### config.mk
export PLATFORM = sky130hd
export DESIGN_NAME = fdm_div_stage
export DESIGN_NICKNAME = d
export VERILOG_FILES = /design/src/rtl/core/fdm_pkg.sv /design/src/rtl/core/fdm_div_stage.sv
export SDC_FILE = /design/constraint.sdc
export NUM_CORES = 1
export LEC_CHECK = 0
export ABC_AREA = 1
export ABC_CLOCK_PERIOD_IN_PS = 800
export BUFFER_PORTS_ARGS = -buffer_cell sky130_fd_sc_hd__buf_2
export CAP_MARGIN = 20
export CORE_ASPECT_RATIO = 0.8
export CORE_MARGIN = 5
export CORE_UTILIZATION = 25
export DETAILED_ROUTE_END_ITERATION = 16
export PLACE_DENSITY = 0.44
export SLEW_MARGIN = 15
export SYNTH_ARGS = -nofsm -noshare
export SYNTH_HDL_FRONTEND = slang
export SYNTH_SLANG_ARGS = --single-unit
export TNS_END_PERCENT = 30
### constraint.sdc
create_clock -name clk_i -period 0.8 [get_ports clk_i]
set_input_delay 0.08 -clock clk_i [delete_from_list [all_inputs] [get_ports clk_i]]
set_output_delay 0.08 -clock clk_i [all_outputs]
set_load 0.005 [all_outputs]
### src/rtl/core/fdm_pkg.sv
// ----------------------------------------------------------------------------
// fdm_pkg
// Shared types and constants for the floored divide and modulo unit.
// ----------------------------------------------------------------------------
package fdm_pkg;

  localparam int unsigned FieldWidth = 64;
  localparam int unsigned DataWidthDefault = 64;

  typedef enum logic [1:0] {
    StatusOk       = 2'd0,
    StatusDivZero  = 2'd1,
    StatusOverflow = 2'd2
  } fdm_status_e;

  typedef struct packed {
    logic signed [FieldWidth-1:0] dividend;
    logic signed [FieldWidth-1:0] divisor;
  } fdm_req_t;

  typedef struct packed {
    logic signed [FieldWidth-1:0] quotient;
    logic signed [FieldWidth-1:0] remainder;
    fdm_status_e                  status;
  } fdm_rsp_t;

  typedef struct packed {
    logic xneg;
    logic yneg;
    logic yzero;
  } fdm_ctrl_t;

endpackage

### src/rtl/core/fdm_div_stage.sv
// ----------------------------------------------------------------------------
// fdm_div_stage
// One registered step of an unsigned restoring divider: retires one quotient
// bit per stage and carries the sign controls alongside.
// ----------------------------------------------------------------------------
module fdm_div_stage #(
  parameter int unsigned DATA_WIDTH = fdm_pkg::DataWidthDefault
) (
  input  logic                  clk_i,
  input  logic                  rst_ni,
  input  logic                  valid_i,
  input  fdm_pkg::fdm_ctrl_t    ctrl_i,
  input  logic [DATA_WIDTH-1:0] rem_i,
  input  logic [DATA_WIDTH-1:0] quo_i,
  input  logic [DATA_WIDTH-1:0] dsr_i,
  output logic                  valid_o,
  output fdm_pkg::fdm_ctrl_t    ctrl_o,
  output logic [DATA_WIDTH-1:0] rem_o,
  output logic [DATA_WIDTH-1:0] quo_o,
  output logic [DATA_WIDTH-1:0] dsr_o
);
  import fdm_pkg::*;

  logic [DATA_WIDTH:0]   trial;
  logic [DATA_WIDTH:0]   diff;
  logic                  fits;
  logic [DATA_WIDTH-1:0] rem_d, rem_q;
  logic [DATA_WIDTH-1:0] quo_d, quo_q;
  logic [DATA_WIDTH-1:0] dsr_q;
  fdm_ctrl_t             ctrl_q;
  logic                  valid_q;

  always_comb begin
    trial = {rem_i, quo_i[DATA_WIDTH-1]};
    diff  = trial - {1'b0, dsr_i};
    fits  = ~diff[DATA_WIDTH];
    rem_d = fits ? diff[DATA_WIDTH-1:0] : trial[DATA_WIDTH-1:0];
    quo_d = {quo_i[DATA_WIDTH-2:0], fits};
  end

  always_ff @(posedge clk_i or negedge rst_ni) begin
    if (!rst_ni) begin
      valid_q <= 1'b0;
    end else begin
      valid_q <= valid_i;
    end
  end

  always_ff @(posedge clk_i) begin
    rem_q  <= rem_d;
    quo_q  <= quo_d;
    dsr_q  <= dsr_i;
    ctrl_q <= ctrl_i;
  end

  assign valid_o = valid_q;
  assign ctrl_o  = ctrl_q;
  assign rem_o   = rem_q;
  assign quo_o   = quo_q;
  assign dsr_o   = dsr_q;

endmodule

# ---- After elaboration in Yosys (flattened, before gate mapping)
# Index checks and enable logic that the tools add are counted.
dict set report word_totals {
  regBits 196
  inputBits 198
  word_cells 10
}
dict set report classes {
  add_sub_neg 1
  n_mux 1
  bitwise 1
}
# op count
set op_table {}
lappend op_table {{subtractor 65 x 64 -> 65 bit} 1}
lappend op_table {{2-to-1 mux 64 bit} 1}
lappend op_table {{NOT 1 bit} 1}

# ---- Longest topological paths before layout
dict set report depth {
  depth_word 2
  mapped_depth 20
  ltp_nobuf 18
}

# ---- Least setup slack after synthesis
# OpenSTA, ideal clock, no wires.
dict set report synth_path {
  path_type {input to register}
  from {input quo_i[63]}
  to {register rem_q[41] (netlist: rem_o[41])}
  setup_ns 0.112
  arrival_time_ns 1.893
  required_ns 0.688
  path_slack_ns -1.205
  path_stages 19
  n_path_buf 2
  cell_sequence {inv_1 ha_1 fa_1 inv_1 nand2_1 nand2_1 nand3_1 nand2_2 nand2_1 nand2_2 nand2_1 nand2_2 nand2_2 nand3_1 nand2_2 buf_12 buf_12 nand2_2 nand2_1}
}
dict set report synth_between {
  elab_chain_len 2
}
# item line_no
set synth_rtl {}
lappend synth_rtl {{start: declaration} fdm_div_stage.sv:14} ;# input logic [DATA_WIDTH-1:0] quo_i,
lappend synth_rtl {{subtractor 65 x 64 -> 65 bit} fdm_div_stage.sv:35} ;# diff = trial - {1'b0, dsr_i};
lappend synth_rtl {{2-to-1 mux 64 bit} fdm_div_stage.sv:37} ;# rem_d = fits ? diff[DATA_WIDTH-1:0] : trial[DATA_WIDTH-1:0];
lappend synth_rtl {{via rem_d[41]} fdm_div_stage.sv:27} ;# logic [DATA_WIDTH-1:0] rem_d, rem_q;
lappend synth_rtl {{end signal: assignment} fdm_div_stage.sv:50} ;# rem_q <= rem_d;
lappend synth_rtl {{end: declaration} fdm_div_stage.sv:27}
# The timed path passes the listed nets, and every way through them passes these cells.

# ---- Worst setup path in the final report
dict set report layout_path {
  from {input dsr_i[43]}
  to {register rem_q[42] (netlist: rem_o[42])}
}
dict set report layout_between {
  elab_chain_len 2
}
# item line_no
set layout_rtl {}
lappend layout_rtl {{start: declaration} fdm_div_stage.sv:15} ;# input logic [DATA_WIDTH-1:0] dsr_i,
lappend layout_rtl {{subtractor 65 x 64 -> 65 bit} fdm_div_stage.sv:35}
lappend layout_rtl {{2-to-1 mux 64 bit} fdm_div_stage.sv:37}
lappend layout_rtl {{via rem_d[42]} fdm_div_stage.sv:27}
# The timed path passes the listed nets, and every way through them passes these cells.

==> flow_summary.ini <==
[critical_path]
crit_path_cell_trace = buf_2 > inv_2 > ha_4 > nand2_1 > nand2_2 > inv_2 > nand2_2 > a21oi_2 > nand2_2 > a21oi_2 > buf_6 > nand2_4 > nand2_4 > nand2_8 > buf_12 > buf_12 > buf_16 > nand2_2 > nand2_1
cp_slowest_cell = ha_4
crit_path_start_kind = input pin
path_delay_family = buffers and inverters
crit_top_cell = nand2_2
worstSetupEndpointType = flop
critPathRequiredTime_ns = 1.18
crit_fanout = 8
crit_type = input pin to flop
critPathBufInv = 7
arrival_ns = 2.11
cpPeakStageDelay_ns = 0.22

[floorplan]
core_mm2 = 0.0443
placement_rows = 69
die_h_um = 199
die_width_um = 246
io_pins = 394
die_area_mm2 = 0.0490
initial_core_util_pct = 25.2

[timing]
rsz0062_at_grt = yes
tightestPinTransition_ns = 0.400
drv_slew = 0
min_period_ns = 1.73
max_slew_margin_pct = 73.1
finalHoldViolCount = 0
max_freq_mhz = 577
fin_ws_ns = -0.932
finalCritPeriodShare_pct = 217
finalSetupViolCount = 261

[finish]
area_growth_pct = 90.8
multiInputGateArea_mm2 = 0.00722
final_layout_size_suffix_gt1_share_pct = 42.5
regArea_mm2 = 0.00401
finalNetCount = 3003
final_cells = 3358
num-fill-cells = 4570

[placement]
port_buffers = 393
detailed_place_hpwl_um = 41100
post-place-cells = 3086
gp_congestion = 0.957
place_ws_ns = -1.58

[yosys]
synth_area_leaders = dfxtp_1 (35%), nand2_1 (27%), inv_1 (13%), ha_1 (7.2%), nor2_1 (3.5%)
syn-num-nets = 2063
synth.distinct_cells = 32
ys.flop_type = dfxtp_1
synth_top_area_share_pct = 35.0
synth_warnings = 0
syn_area_mm2 = 0.0112
synth_seq_area_share_pct = 35.2
syn_inst = 1800
async_reset_ff_share_pct = 0.510
synth_area_leader_cell = dfxtp_1
synth_seq_cells = 196
synth_edf_count = 0
synth.avg_cell_area_um2 = 6.20

[clock_tree]
path_clk_slew_ns = 0.08
cts_tree = built
root_buffer = clkbuf_16
clock-sinks = 196
numCtsBuffers = 17
clockBufferDepth = 2
htreeDepth = 4

[pwr]
total_leakage_power_nw = 11.9
combPwrFrac_pct = 39.4
finalPower_mw = 33.4
seqPwrFrac_pct = 33.2
p_int_mw = 21.6
p_sw_mw = 11.9
clkPwrFrac_pct = 27.4
swShare_pct = 35.5
ir_worst_vdd_uv = 1630
power.density_mw_per_mm2 = 1570

[global_routing]
grt.overflow.total = 0
track_usage_pct = 21.1
grt_pass1_vias = 13935
antenna_found_initial = 4
grt_pass1_wl_um = 79000
grt_max_degree = 23

[drt]
drt_iter0_drc = 867
ant_nets = 0
drt_wl_total_um = 53200
routedWlPerCell_um = 15.8
drc_errors = 0
dr.pass1.iters = 6
vias = 13882
routed_via_density = 4.13

[min_path]
hold_class = input pin to flop

[run_status]
violations = negative setup slack
status = complete, but fails checks

[run]
drv_cap = 0
==> final cells by class <==
cell class	instances	share of cell area, %
diodes	2	0.0235
inverters	393	7.04
multi-input cells	1198	33.9
clock inverters	15	0.894
repair buffers	934	33.7
clock buffers	17	2.00
flip-flops and latches	196	18.9
well taps	603	3.55
==> cells in the mapped netlist, types with 2 or more instances <==
| cell | count |
|---|---|
| nand2_1 | 788 |
| inv_1 | 388 |
| dfxtp_1 | 195 |
| nor2_1 | 103 |
| nand3_1 | 70 |
| ha_1 | 64 |
| a21oi_1 | 53 |
| xor2_1 | 30 |
| nand2_2 | 29 |
| nand4_1 | 17 |
| nor3_1 | 12 |
| o21bai_1 | 8 |
| nor2_2 | 7 |
| buf_2 | 6 |
| inv_2 | 4 |
| o21ai_0 | 4 |
| buf_12 | 3 |
| nor4_1 | 3 |
| and3_1 | 2 |
| buf_8 | 2 |
==> cell usage in the layout (no fill, tap or decap), types with 54 or more instances in the layout <==
cell type | synthesis | layout
dfxtp_1 | 195 | 133
nand2_2 | 29 | 126
nor2_1 | 103 | 80
dfxtp_2 | 0 | 60
nand2_1 | 788 | 640
dlygate4sd3_1 | 0 | 198
buf_2 | 6 | 344
buf_6 | 1 | 54
buf_4 | 1 | 316
nand3_1 | 70 | 57
inv_1 | 388 | 354
==> what timing repair did <==
action / in CTS / in global routing
setup buffers: 23 / 12
setup endpoints to repair: 261 / 261
pin swaps: 67 / 51
hold endpoints to repair: 196 / 3
hold buffers: 194 / 4
resized for setup: 251 / 251
gates cloned: 8 / 1
==> cell families (layout without fill, tap and decap cells) <==
| family | Yosys count | in the layout | synth area share, % |
|---|---|---|---|
| buf+inv | 406 | 1359 | 14.5 |
| other cells | 0 | 2 | 0 |
| flops | 196 | 196 | 35.2 |
| fa+ha+maj | 65 | 65 | 7.36 |
| simple gates | 1037 | 1037 | 37.4 |
| compound gates | 65 | 65 | 3.10 |
| xor+xnor | 31 | 31 | 2.43 |
==> registers in the layout, indices dropped and copies added (netlist names) <==
signal   cells
valid_o      1
dsr_o       64
ctrl_o       3
rem_o       64
quo_o       64
==> stage by stage <==
stage	area [um2]	utilization [%]	hold slack, ns	TNS (ns)
global placement	16100	36.4	-0.139	-95.03
finish	21300	48.0	0.0589	-92.58
detailed placement	16100	36.4	-0.138	-96.91
CTS	20200	45.5	-0.327	-98.07
global route	21300	48.0	0.0601	-107.04
floorplan	11200	-	-0.216	-68.62
==> worst paths after layout <==
| check | startpoint | end | slack (ns) | cells past startpoint |
|---|---|---|---|---|
| setup / recovery | dsr_i[43] | rem_o[42] | -0.93 | 19 |
| hold / removal | rem_i[16] | rem_o[17] | 0.06 | 5 |
| max in group asynchronous | rst_ni | valid_o | 0.24 | 3 |
| min in group asynchronous | rst_ni | valid_o | 0.44 | 3 |
==> tightest hold or removal path, delay by kind of cell <==
kind / cells / cell delay [ns]
and+or+nand+nor: 2 / 0.10
xor gates and xnor gates: 1 / 0.06
buffers and inverters: 1 / 0.11
adders and majority gates: 1 / 0.15
==> power groups by stage <==
stage | clock, mW | sequential [mW] | combinational (mW)
finish | 9.16 | 11.1 | 13.2
global route | 9.87 | 11.2 | 14.4
CTS | 9.51 | 11.0 | 12.2
detailed placement | 0 | 11.2 | 9.67
global placement | 0 | 11.3 | 9.64
floorplan | 0 | 11.4 | 4.29
==> routing by layer <==
layer  share of wire [%]  wire [um]  vias up  track usage (%)
met3                 5.9       3160       44             4.69
met4                 1.4        744        4             3.86
li1                    -          -     7198                -
met1                  48      25400     6304             29.9
met5               0.066         35        -                0
met2                  45      23800      332             33.4
No activity file was read; power rests on OpenSTA's default activity.
